<file path="src/hdl/rlepe_pkg.sv">
// ----------------------------------------------------------------------------
// rlepe_pkg
// Shared types and constants for the run-length pair encoder.
// ----------------------------------------------------------------------------
package rlepe_pkg;

  // Encoded output budget in bytes
  localparam int unsigned BUFFER_BYTES_DEFAULT = 256;

  // Longest run carried by one pair
  localparam logic [7:0] RUN_MAX = 8'd255;

  // Encoded bytes per pair
  localparam logic [9:0] PAIR_BYTES = 10'd2;

  // Largest encoded length the length field can show
  localparam logic [9:0] OUT_CAP = 10'd511;

  // Reset value of the minimum raw length register
  localparam logic [15:0] MIN_RAW_RESET = 16'd64;

  // Raw length saturates here
  localparam logic [15:0] RAW_SAT = 16'hFFFF;

  // Result queue depth and index widths
  localparam int unsigned QUEUE_DEPTH = 4;
  localparam int unsigned QUEUE_IDX_W = $clog2(QUEUE_DEPTH);
  localparam int unsigned QUEUE_CNT_W = $clog2(QUEUE_DEPTH + 1);

  // One result word
  typedef struct packed {
    logic [7:0] run_length;
    logic [7:0] run_value;
    logic       pair_valid;
    logic       last_result;
    logic [8:0] encoded_length;
    logic       budget_exceeded;
    logic       keep_encoded;
    logic       input_too_long;
  } result_t;

  // Which of the two result slots of one item are pushed
  typedef struct packed {
    logic first;
    logic second;
  } push_t;

endpackage

</file>
<file path="src/hdl/rlepe_queue.sv">
// ----------------------------------------------------------------------------
// rlepe_queue
// Small result queue: takes up to two words per cycle, hands out one while out_stall is low.
// ----------------------------------------------------------------------------
module rlepe_queue (
  input  logic              clk,
  input  logic              rst,
  input  rlepe_pkg::push_t  push,
  input  rlepe_pkg::result_t res_a,
  input  rlepe_pkg::result_t res_b,
  output logic              space_ok,
  output logic              out_valid,
  input  logic              out_stall,
  output rlepe_pkg::result_t out_word
);

  localparam logic [rlepe_pkg::QUEUE_CNT_W-1:0] SPACE_LIMIT =
    rlepe_pkg::QUEUE_CNT_W'(rlepe_pkg::QUEUE_DEPTH - 2);

  rlepe_pkg::result_t mem [rlepe_pkg::QUEUE_DEPTH];

  logic [rlepe_pkg::QUEUE_IDX_W-1:0] wr_ptr;
  logic [rlepe_pkg::QUEUE_IDX_W-1:0] rd_ptr;
  logic [rlepe_pkg::QUEUE_CNT_W-1:0] count;
  logic [rlepe_pkg::QUEUE_IDX_W-1:0] wr_ptr_plus;
  logic [1:0]                        push_n;
  logic                              pop;
  rlepe_pkg::result_t                first_word;

  assign wr_ptr_plus = wr_ptr + rlepe_pkg::QUEUE_IDX_W'(1);
  assign push_n      = {1'b0, push.first} + {1'b0, push.second};
  assign pop         = out_valid && !out_stall;
  assign first_word  = push.first ? res_a : res_b;

  assign space_ok  = (count <= SPACE_LIMIT);
  assign out_valid = (count != '0);
  assign out_word  = mem[rd_ptr];

  always_ff @(posedge clk) begin
    if (rst) begin
      wr_ptr <= '0;
      rd_ptr <= '0;
      count  <= '0;
    end else begin
      wr_ptr <= wr_ptr + rlepe_pkg::QUEUE_IDX_W'(push_n);
      if (pop) begin
        rd_ptr <= rd_ptr + rlepe_pkg::QUEUE_IDX_W'(1);
      end
      count <= count + rlepe_pkg::QUEUE_CNT_W'(push_n)
                     - rlepe_pkg::QUEUE_CNT_W'(pop);
    end
  end

  // Payload slots, no reset
  always_ff @(posedge clk) begin
    if (push_n != 2'd0) begin
      mem[wr_ptr] <= first_word;
    end
    if (push.first && push.second) begin
      mem[wr_ptr_plus] <= res_b;
    end
  end

endmodule

</file>
<file path="src/hdl/rlepe_core.sv">
// ----------------------------------------------------------------------------
// rlepe_core
// Input register, run state and pair/budget logic for one byte per cycle while the queue has room.
// ----------------------------------------------------------------------------
module rlepe_core #(
  parameter int unsigned BUFFER_BYTES = rlepe_pkg::BUFFER_BYTES_DEFAULT
) (
  input  logic               clk,
  input  logic               rst,
  input  logic               in_valid,
  output logic               in_stall,
  input  logic [7:0]         data_byte,
  input  logic               end_of_input,
  input  logic               compress_wanted,
  input  logic [15:0]        min_raw_length,
  input  logic               space_ok,
  output rlepe_pkg::push_t   push,
  output rlepe_pkg::result_t res_a,
  output rlepe_pkg::result_t res_b
);

  localparam logic [16:0] BUF_LIMIT = 17'(BUFFER_BYTES);

  // Input register
  logic       in_q_valid;
  logic [7:0] in_q_byte;
  logic       in_q_last;
  logic       in_q_compress;

  // Message state
  logic [7:0]  cur_value;
  logic [7:0]  cur_count;
  logic        run_open;
  logic [15:0] raw_count;
  logic [8:0]  out_count;
  logic        overflow_seen;

  logic        process;
  logic        extend;
  logic [15:0] raw_len;
  logic        too_long;
  logic        emit1;
  logic [9:0]  next1;
  logic        fits1;
  logic [8:0]  out1;
  logic        ovf1;
  logic [7:0]  val2;
  logic [7:0]  cnt2;
  logic [9:0]  next2;
  logic        fits2;
  logic [8:0]  out2;
  logic        ovf2;
  logic        keep;

  assign process  = in_q_valid && space_ok;
  assign in_stall = in_q_valid && !space_ok;

  always_comb begin
    extend   = run_open && (in_q_byte == cur_value) && (cur_count != rlepe_pkg::RUN_MAX);
    raw_len  = (raw_count != rlepe_pkg::RAW_SAT) ? raw_count + 16'd1 : rlepe_pkg::RAW_SAT;
    too_long = {1'b0, raw_len} > BUF_LIMIT;

    // Close the open run when the byte breaks it or the run is full
    emit1 = run_open && !extend;
    next1 = {1'b0, out_count} + rlepe_pkg::PAIR_BYTES;
    fits1 = ({7'd0, next1} <= BUF_LIMIT) && (next1 <= rlepe_pkg::OUT_CAP);
    out1  = (emit1 && fits1) ? next1[8:0] : out_count;
    ovf1  = overflow_seen || (emit1 && !fits1);

    val2 = extend ? cur_value : in_q_byte;
    cnt2 = extend ? cur_count + 8'd1 : 8'd1;

    // Final pair on the last byte
    next2 = {1'b0, out1} + rlepe_pkg::PAIR_BYTES;
    fits2 = ({7'd0, next2} <= BUF_LIMIT) && (next2 <= rlepe_pkg::OUT_CAP);
    out2  = fits2 ? next2[8:0] : out1;
    ovf2  = ovf1 || !fits2;
    keep  = in_q_compress && !ovf2 && !too_long && (raw_len > min_raw_length)
            && ({7'd0, out2} < raw_len);

    res_a.run_length      = fits1 ? cur_count : 8'd0;
    res_a.run_value       = fits1 ? cur_value : 8'd0;
    res_a.pair_valid      = fits1;
    res_a.last_result     = 1'b0;
    res_a.encoded_length  = out1;
    res_a.budget_exceeded = ovf1;
    res_a.keep_encoded    = 1'b0;
    res_a.input_too_long  = too_long;

    res_b.run_length      = fits2 ? cnt2 : 8'd0;
    res_b.run_value       = fits2 ? val2 : 8'd0;
    res_b.pair_valid      = fits2;
    res_b.last_result     = 1'b1;
    res_b.encoded_length  = out2;
    res_b.budget_exceeded = ovf2;
    res_b.keep_encoded    = keep;
    res_b.input_too_long  = too_long;

    push.first  = process && emit1;
    push.second = process && in_q_last;
  end

  always_ff @(posedge clk) begin
    if (rst) begin
      in_q_valid    <= 1'b0;
      cur_value     <= '0;
      cur_count     <= '0;
      run_open      <= 1'b0;
      raw_count     <= '0;
      out_count     <= '0;
      overflow_seen <= 1'b0;
    end else begin
      if (in_valid && !in_stall) begin
        in_q_valid <= 1'b1;
      end else if (process) begin
        in_q_valid <= 1'b0;
      end

      if (process) begin
        if (in_q_last) begin
          cur_value     <= '0;
          cur_count     <= '0;
          run_open      <= 1'b0;
          raw_count     <= '0;
          out_count     <= '0;
          overflow_seen <= 1'b0;
        end else begin
          cur_value     <= val2;
          cur_count     <= cnt2;
          run_open      <= 1'b1;
          raw_count     <= raw_len;
          out_count     <= out1;
          overflow_seen <= ovf1;
        end
      end
    end
  end

  // Payload of the input register, no reset
  always_ff @(posedge clk) begin
    if (in_valid && !in_stall) begin
      in_q_byte     <= data_byte;
      in_q_last     <= end_of_input;
      in_q_compress <= compress_wanted;
    end
  end

endmodule

</file>
<file path="src/hdl/rle_pair_encoder.sv">
// ----------------------------------------------------------------------------
// rle_pair_encoder
// Run-length encoder emitting (count, value) pairs under an output budget.
// ----------------------------------------------------------------------------
// The block takes one raw byte per cycle and groups equal bytes into runs of
// up to 255. Each closed run leaves as one result word carrying the pair;
// a pair that would push the encoded length past BUFFER_BYTES is dropped
// (count and value read zero, pair_valid low) and budget_exceeded stays set
// until the message ends. The byte flagged end_of_input closes the open run
// and yields the final word (last_result high) with the encoded length and
// the keep_encoded decision; when that byte also breaks a run, two words
// come out, the closed run first. A byte is registered on acceptance,
// worked once the result queue has room and its words land in that
// four-entry queue. Input runs at one byte per cycle while the queue
// has room for two words; the output side moves one word per cycle while
// out_stall is low. min_raw_length is written through the cfg channel,
// which is always ready; write it only while no message is in flight.
// ----------------------------------------------------------------------------
module rle_pair_encoder #(
  parameter int unsigned BUFFER_BYTES = rlepe_pkg::BUFFER_BYTES_DEFAULT
) (
  input  logic        clk,
  input  logic        rst,

  // Configuration write channel
  input  logic        cfg_valid,
  output logic        cfg_ready,
  input  logic [15:0] cfg_data,

  // Byte input channel
  input  logic        in_valid,
  output logic        in_stall,
  input  logic [7:0]  data_byte,
  input  logic        end_of_input,
  input  logic        compress_wanted,

  // Result output channel
  output logic        out_valid,
  input  logic        out_stall,
  output logic [7:0]  run_length,
  output logic [7:0]  run_value,
  output logic        pair_valid,
  output logic        last_result,
  output logic [8:0]  encoded_length,
  output logic        budget_exceeded,
  output logic        keep_encoded,
  output logic        input_too_long
);

  logic [15:0]        min_raw_length;
  logic               space_ok;
  rlepe_pkg::push_t   push;
  rlepe_pkg::result_t res_a;
  rlepe_pkg::result_t res_b;
  rlepe_pkg::result_t out_word;

  // Config register: always accept the write
  assign cfg_ready = 1'b1;

  always_ff @(posedge clk) begin
    if (rst) begin
      min_raw_length <= rlepe_pkg::MIN_RAW_RESET;
    end else if (cfg_valid && cfg_ready) begin
      min_raw_length <= cfg_data;
    end
  end

  // Run tracking and pair/budget decision
  rlepe_core #(
    .BUFFER_BYTES (BUFFER_BYTES)
  ) u_core (
    .clk             (clk),
    .rst             (rst),
    .in_valid        (in_valid),
    .in_stall        (in_stall),
    .data_byte       (data_byte),
    .end_of_input    (end_of_input),
    .compress_wanted (compress_wanted),
    .min_raw_length  (min_raw_length),
    .space_ok        (space_ok),
    .push            (push),
    .res_a           (res_a),
    .res_b           (res_b)
  );

  // Hold finished words until the consumer takes them
  rlepe_queue u_queue (
    .clk       (clk),
    .rst       (rst),
    .push      (push),
    .res_a     (res_a),
    .res_b     (res_b),
    .space_ok  (space_ok),
    .out_valid (out_valid),
    .out_stall (out_stall),
    .out_word  (out_word)
  );

  assign run_length      = out_word.run_length;
  assign run_value       = out_word.run_value;
  assign pair_valid      = out_word.pair_valid;
  assign last_result     = out_word.last_result;
  assign encoded_length  = out_word.encoded_length;
  assign budget_exceeded = out_word.budget_exceeded;
  assign keep_encoded    = out_word.keep_encoded;
  assign input_too_long  = out_word.input_too_long;

endmodule

</file>
<file path="config.mk">
export PLATFORM = sky130hd
export DESIGN_NAME = rle_pair_encoder
export DESIGN_NICKNAME = d
export VERILOG_FILES = /design/src/hdl/rlepe_pkg.sv /design/src/hdl/rlepe_queue.sv /design/src/hdl/rlepe_core.sv /design/src/hdl/rle_pair_encoder.sv
export SDC_FILE = /design/constraint.sdc
export NUM_CORES = 1
export LEC_CHECK = 0
export BUFFER_PORTS_ARGS = -buffer_cell sky130_fd_sc_hd__buf_2
export CORE_MARGIN = 2
export CORE_UTILIZATION = 65
export DETAILED_ROUTE_END_ITERATION = 7
export GPL_ROUTABILITY_DRIVEN = 0
export PLACE_DENSITY = 0.93
export SLEW_MARGIN = 15
export SYNTH_ARGS = -nofsm -noshare
export SYNTH_HDL_FRONTEND = slang
export SYNTH_SLANG_ARGS = --single-unit
</file>
<file path="constraint.sdc">
create_clock -name clk -period 15.7 [get_ports clk]
set_input_delay 2.355 -clock clk [delete_from_list [all_inputs] [get_ports clk]]
set_output_delay 2.355 -clock clk [all_outputs]
set_load 0.05 [all_outputs]
</file>
==> summary.txt, run 1 <==
Yosys reg bits: 198
CTS HTree Levels: 4
Boundary Pins: 64
internal power: 0.928 mW
Worst Setup EP: u_queue.mem[0][1]
Worst R2R Start: u_core.out_count[1]
Pre-antenna DRT Iters: 8
Worst R2R Path Depth: 21
post-route ant nets: 0
Combinational Power Share: 0.250
syn avg cell area: 10.7 um2
largest net degree at the start of global routing: 68
fin util: 0.720
CP startpoint: u_core.out_count[1]
Top FF cell, synth: edfxtp_1
Tmin final: 6.44 ns
worst slew pin tran: 1.17 ns
R2R setup slack: 9.26 ns
Die Ht: 133 um
crit path cell chain: ha_1 -> nand2_1 -> or4_1 -> a311oi_4 -> o21ai_0 -> xnor2_1 -> ha_1 -> and3_1 -> a41oi_1 -> o2111ai_4 -> mux2i_4 -> nor2_1 -> nor2_1 -> ha_1 -> a21oi_1 -> o21ai_0 -> a211oi_1 -> o21ai_0 -> nand2_1 -> nand4_1 -> nor2_1
Detailed Route WL: 28.4 mm
Synth area leaders: edfxtp_1 35%, dfxtp_1 13%, mux4_2 6.3%
# clock sinks: 198
drt drc: 3
crit-path max FO: 19
Worst path slowest cell: xnor2_1
critical path arrival: 6.74 ns
Max Cap Viol: 0
CTS tree: built
worst reg2reg endpoint: u_queue.mem[0][1]
Critical Path RT: 16.01 ns
Reg clk slew, reported paths: 0.08 ns
CTS Buffer Depth: 2
slew margin rel.: 0.213
num rows: 47
Power Total: 1.41 mW
Antenna Cells: 0
maximum vdd drop: 0.0850 mV
Critical Path End Type: register
final setup fails: 0
Nets: 1100
switching portion of total power: 0.344
clk root buf: clkbuf_16
DRT iter0 DRCs: 1527
CTS Hold Bufs: 0
Placeable Area: 16400 um2
Num CTS Buffers: 17
largest area contributor in the netlist: edfxtp_1
die area: 17600 um2
Tcrit/Tclk final: 0.410
FILL cells: 1064
share of layout cells above drive strength 1: 0.155
RSZ-0062 raised after global routing: no
CP Launch Type: register
global route total overflow: 0
Final Max Slew Viols: 0
routed len/inst: 22.4 um
Vias/cell: 7.07
synth-to-layout area growth: 9.63%
max frequency: 0.155 GHz
Min Hold Slack: 0.499 ns
Sum Neg Setup Slack: 0 ns
most frequent cell after synthesis: edfxtp_1
Multi-input gate area: 5140 um2
PortBufs: 62
Clock Latency Late Sink: 0.45 ns
Cell Pwr Density: 120 nW/um2
dpl hpwl: 18.1 mm
part of the power in registers: 0.427
Async S/R FF share, synth: 0
Ys Warns: 0
Yosys cell types: 66
Post-synth EDFFs: 126
Synth Instances: 1003
postcts setup bufs: 0
Worst Hold Class: register to register
GRT Resource Usage Total: 0.326
Leak Pwr: 4.25 nW
Sw Pwr: 0.486 mW
synth cell count leaders: 126 x edfxtp_1, 95 x nand2_1, 92 x nor2_1
register area share after synthesis: 0.485
sequential cell area: 5230 um2
Synth Cell Area: 10800 um2
post_cts resized: 0
top-area cell type share of the netlist area: 0.351
worst clock skew: 0.00890 ns
WS Path Type: register to register
first-pass GRT wire length: 44.8 mm
status: finished with violations
failing checks: design-rule violations
final hold vios: 0
vias in the first global route: 8409
detailed-route via count: 8953
DIE WIDTH: 133 um
Starting Density: 0.657
Critical Path Max Stage Delay: 0.73 ns
initial antenna violation count: 1
Clk network pwr share: 0.323
## through the flow
stage	worst slack, ns	area [um2]	instances
6_report	9.26	11800	1267
5_1_grt	8.98	11800	1267
4_1_cts	9.53	11800	1267
3_5_place_dp	9.64	11200	1235
3_3_place_gp	9.90	11200	1235
2_1_floorplan	10.49	10800	1006
## worst max-delay path: cells and delay by family (launching register included)
family	cells	cell delay, ns
mux	1	0.67
simple gates	8	1.57
compound gates	8	1.70
flops	1	0.49
xor+xnor	1	0.73
fa+ha+maj	3	1.11
## power groups by stage
stage	registers [mW]	clock network [mW]	logic, mW
floorplan	0.604	0	0.281
global placement	0.611	0	0.341
detailed placement	0.613	0	0.348
CTS	0.602	0.456	0.353
global route	0.605	0.475	0.374
finish	0.604	0.456	0.354
## area by class of cell
type	instances	share of cell area
Multi-Input combinational cell	702	0.435
Timing Repair Buffer	74	0.0339
Sequential cell	198	0.442
Tap cell	220	0.0233
Clock buffer	17	0.0360
Inverter	41	0.0130
Clock inverter	15	0.0167
## cell usage in the layout (no fill, tap or decap), drive strengths merged, types with 3 or more instances in the layout
master and n:
edfxtp 126, nor2 97, nand2 95, buf 74, dfxtp 72, inv 49, a21oi 41, a22o 40
o21ai 35, ha 34, xnor2 31, mux4 30, nand3 26, a22oi 24, mux2i 19, a31oi 18
a21o 17, clkbuf 17, o22ai 14, a311oi 14, and3 12, a211oi 12, a2111oi 12, or3 11
nor3 11, xor2 11, nor2b 10, nand4 10, nand3b 10, nand2b 7, and2 7, nor4 7
o21a 6, o2111ai 6, clkinv 6, a32oi 5, conb 5, mux2 4, nor3b 3
## per-layer routing
metal,track usage,vias to the layer above,share of wire
li1,-,3858,-
met1,0.414,4192,0.35
met2,0.532,766,0.48
met3,0.0889,137,0.14
met4,0.131,0,0.038
met5,0,-,0
## flip-flops by register name (all words and copies together) (netlist names), named ones only
register / count
u_core.in_q_last: 1
u_queue.rd_ptr: 2
u_core.in_q_valid: 1
u_core.out_count: 8
u_core.cur_count: 8
u_queue.mem: 120
u_core.overflow_seen: 1
u_core.run_open: 1
u_core.cur_value: 8
u_core.in_q_byte: 8
min_raw_length: 16
u_queue.count: 3
u_queue.wr_ptr: 2
u_core.raw_count: 16
u_core.in_q_compress: 1
## cell families (layout without fill, tap and decap cells)
kind of cell | Yosys count | after routing | share of synthesized area
mux | 53 | 53 | 0.0860
flops | 198 | 198 | 0.485
compound gates | 252 | 252 | 0.169
simple gates | 315 | 315 | 0.142
other cells | 2 | 5 | 0.000697
fa+ha+maj | 35 | 35 | 0.0413
xor+xnor | 42 | 42 | 0.0366
buf+inv | 106 | 147 | 0.0403
## worst min path at each step
stage	start	end	slack, ns	cells after the start
after floorplan	u_queue.mem[1][12]	u_queue.mem[1][12]	0.45	2
after global placement	u_queue.mem[2][12]	u_queue.mem[2][12]	0.47	2
after detailed placement	u_queue.mem[2][12]	u_queue.mem[2][12]	0.48	2
after CTS	u_queue.mem[2][12]	u_queue.mem[2][12]	0.50	2
after global routing	min_raw_length[13]	min_raw_length[13]	0.52	2
final	min_raw_length[7]	min_raw_length[7]	0.50	2
No activity file was read; power rests on OpenSTA's default activity.
==> inputs of run 2 (changes only) <==
--- a/config.mk
+++ b/config.mk
@@ -7,10 +7,10 @@
 export LEC_CHECK = 0
 export BUFFER_PORTS_ARGS = -buffer_cell sky130_fd_sc_hd__buf_2
 export CORE_MARGIN = 2
-export CORE_UTILIZATION = 65
+export CORE_UTILIZATION = 62
 export DETAILED_ROUTE_END_ITERATION = 7
 export GPL_ROUTABILITY_DRIVEN = 0
-export PLACE_DENSITY = 0.93
+export PLACE_DENSITY = 0.9
 export SLEW_MARGIN = 15
 export SYNTH_ARGS = -nofsm -noshare
 export SYNTH_HDL_FRONTEND = slang
==> constraint.sdc (replaced) <==
create_clock -name clk -period 6.4 [get_ports clk]
set_input_delay 0.96 -clock clk [delete_from_list [all_inputs] [get_ports clk]]
set_output_delay 0.96 -clock clk [all_outputs]
set_load 0.05 [all_outputs]
==> summary.txt, run 2 (synthesis gave the netlist of run 1 again) <==
status: finished with violations
failing checks: design-rule violations
Nets: 1102
Final Max Slew Viols: 0
slew margin rel.: 0.228
worst slew pin tran: 1.15 ns
detailed-route via count: 8500
dpl cell area: 11200 um2
Detailed Route WL: 26.6 mm
routed len/inst: 20.9 um
GRT Resource Usage Total: 0.296
most common cell after layout, fill and taps aside: edfxtp_1
Cell Pwr Density: 292 nW/um2
DIE WIDTH: 136 um
CTS Hold Bufs: 0
R2R setup slack: 0.44 ns
post-route ant nets: 0
initial antenna violation count: 0
DRT iter0 DRCs: 1454
drt drc: 6
vias in the first global route: 8034
Starting Density: 0.628
CP Launch Type: register
fin util: 0.688
Vias/cell: 6.67
postcts setup bufs: 0
Worst R2R Start: u_core.out_count[1]
Buf+Inv Stages, Crit Path: 0
biggest regs: u_queue.mem x120, min_raw_length x16, u_core.raw_count x16
clk root buf: clkbuf_16
Worst R2R Path Depth: 21
Clock Latency Late Sink: 0.44 ns
first-pass GRT wire length: 42.2 mm
Boundary Pins: 64
largest net degree at the start of global routing: 68
Antenna Cells: 0
share of layout cells above drive strength 1: 0.154
Num CTS Buffers: 17
Die Ht: 136 um
Critical Path Most Common Cell: nand2_1
maximum vdd drop: 0.203 mV
# clock sinks: 198
Tmin final: 5.96 ns
global route total overflow: 0
Tcrit/Tclk final: 0.932
CTS Buffer Depth: 2
die area: 18500 um2
Crit path max-delay family: simple AND/OR/NAND/NOR gates
fin area: 11800 um2
Max Cap Viol: 0
Worst Hold Class: register to register
Critical Path End Type: register
Sum Neg Setup Slack: 0 ns
Leak Pwr: 4.25 nW
PortBufs: 62
num rows: 48
Critical Path RT: 6.68 ns
Worst path slowest cell: mux2i_4
Critical Path Max Stage Delay: 0.67 ns
post_cts resized: 0
Placeable Area: 17200 um2
RSZ-0062 raised after global routing: no
crit path cell chain: ha_1 -> nand2_1 -> or4_1 -> a311oi_4 -> o21a_1 -> nand2_1 -> nand2_1 -> ha_1 -> and3_1 -> a41oi_1 -> o2111ai_4 -> mux2i_4 -> nor2_1 -> a21oi_1 -> ha_1 -> a21o_1 -> a21oi_1 -> o21ai_0 -> nand2_1 -> nand4_1 -> nor2_1
critical path arrival: 6.25 ns
FILL cells: 1228
WS Path Type: register to register
hold endpoint: min_raw_length[3]
synth-to-layout area growth: 9.61%
max frequency: 0.168 GHz
final hold vios: 0
CTS HTree Levels: 4
Reg clk slew, reported paths: 0.07 ns
max reg flops: 120
Pre-antenna DRT Iters: 8
worst reg2reg endpoint: u_queue.mem[0][1]
hold path start: min_raw_length[3]
crit-path max FO: 19
Biggest register: u_queue.mem
Hold Crit Depth: 2
dpl hpwl: 18.2 mm
final setup fails: 0
worst clock skew: 0.0124 ns
most frequent cells in the layout: 126 x edfxtp_1, 95 x nand2_1, 92 x nor2_1
CTS tree: built
## run 2: layout make-up
type                       instances  area [um2]  area share
clock inverter                    15         181      0.0154
inverter                          41         154      0.0130
clock buffer                      17         425      0.0360
multi-input combinational        702        5130       0.434
tap                              225         282      0.0238
timing repair buffer              76         415      0.0352
sequential                       198        5230       0.442
## run 2: tightest hold or removal path, stage by stage (launching register included)
cell	delay (ns)
dfxtp_1	0.33
mux2i_1	0.06
nor2_1	0.07
## run 2: worst max-delay path by stage
stage               depth (start not counted)           endpoint                 from  slack, ns
finish                                     21  u_queue.mem[0][1]  u_core.out_count[1]       0.44
global route                               21  u_queue.mem[0][1]  u_core.out_count[1]       0.08
CTS                                        21  u_queue.mem[0][1]  u_core.out_count[1]       0.63
detailed placement                         21  u_queue.mem[0][1]  u_core.out_count[1]       0.71
global placement                           21  u_queue.mem[0][1]  u_core.out_count[1]       0.91
floorplan                                  24  u_queue.mem[0][1]  u_core.out_count[2]       1.19
## run 2: stage by stage
step	setup WS, ns	cells	total power [mW]	hold slack [ns]
6_report	0.438	1274	3.45	0.492
5_1_grt	0.0765	1274	3.56	0.527
2_1_floorplan	1.19	1006	2.17	0.451
4_1_cts	0.628	1274	3.45	0.500
3_5_place_dp	0.713	1242	2.36	0.482
3_3_place_gp	0.914	1242	2.34	0.469
## run 2: routing by layer
| layer | GRT usage | share of wire | vias to the layer above |
|---|---|---|---|
| li1 | - | - | 3850 |
| met1 | 0.396 | 0.38 | 3989 |
| met2 | 0.483 | 0.48 | 569 |
| met3 | 0.0585 | 0.11 | 92 |
| met4 | 0.107 | 0.032 | 0 |
| met5 | 0 | 0 | - |
## run 2: report_power, final
group	switching [mW]	internal, mW	leakage, nW
Clock	0.518	0.594	0.297
Sequential	0.0512	1.43	1.75
Combinational	0.578	0.282	2.20
Total	1.15	2.30	4.25
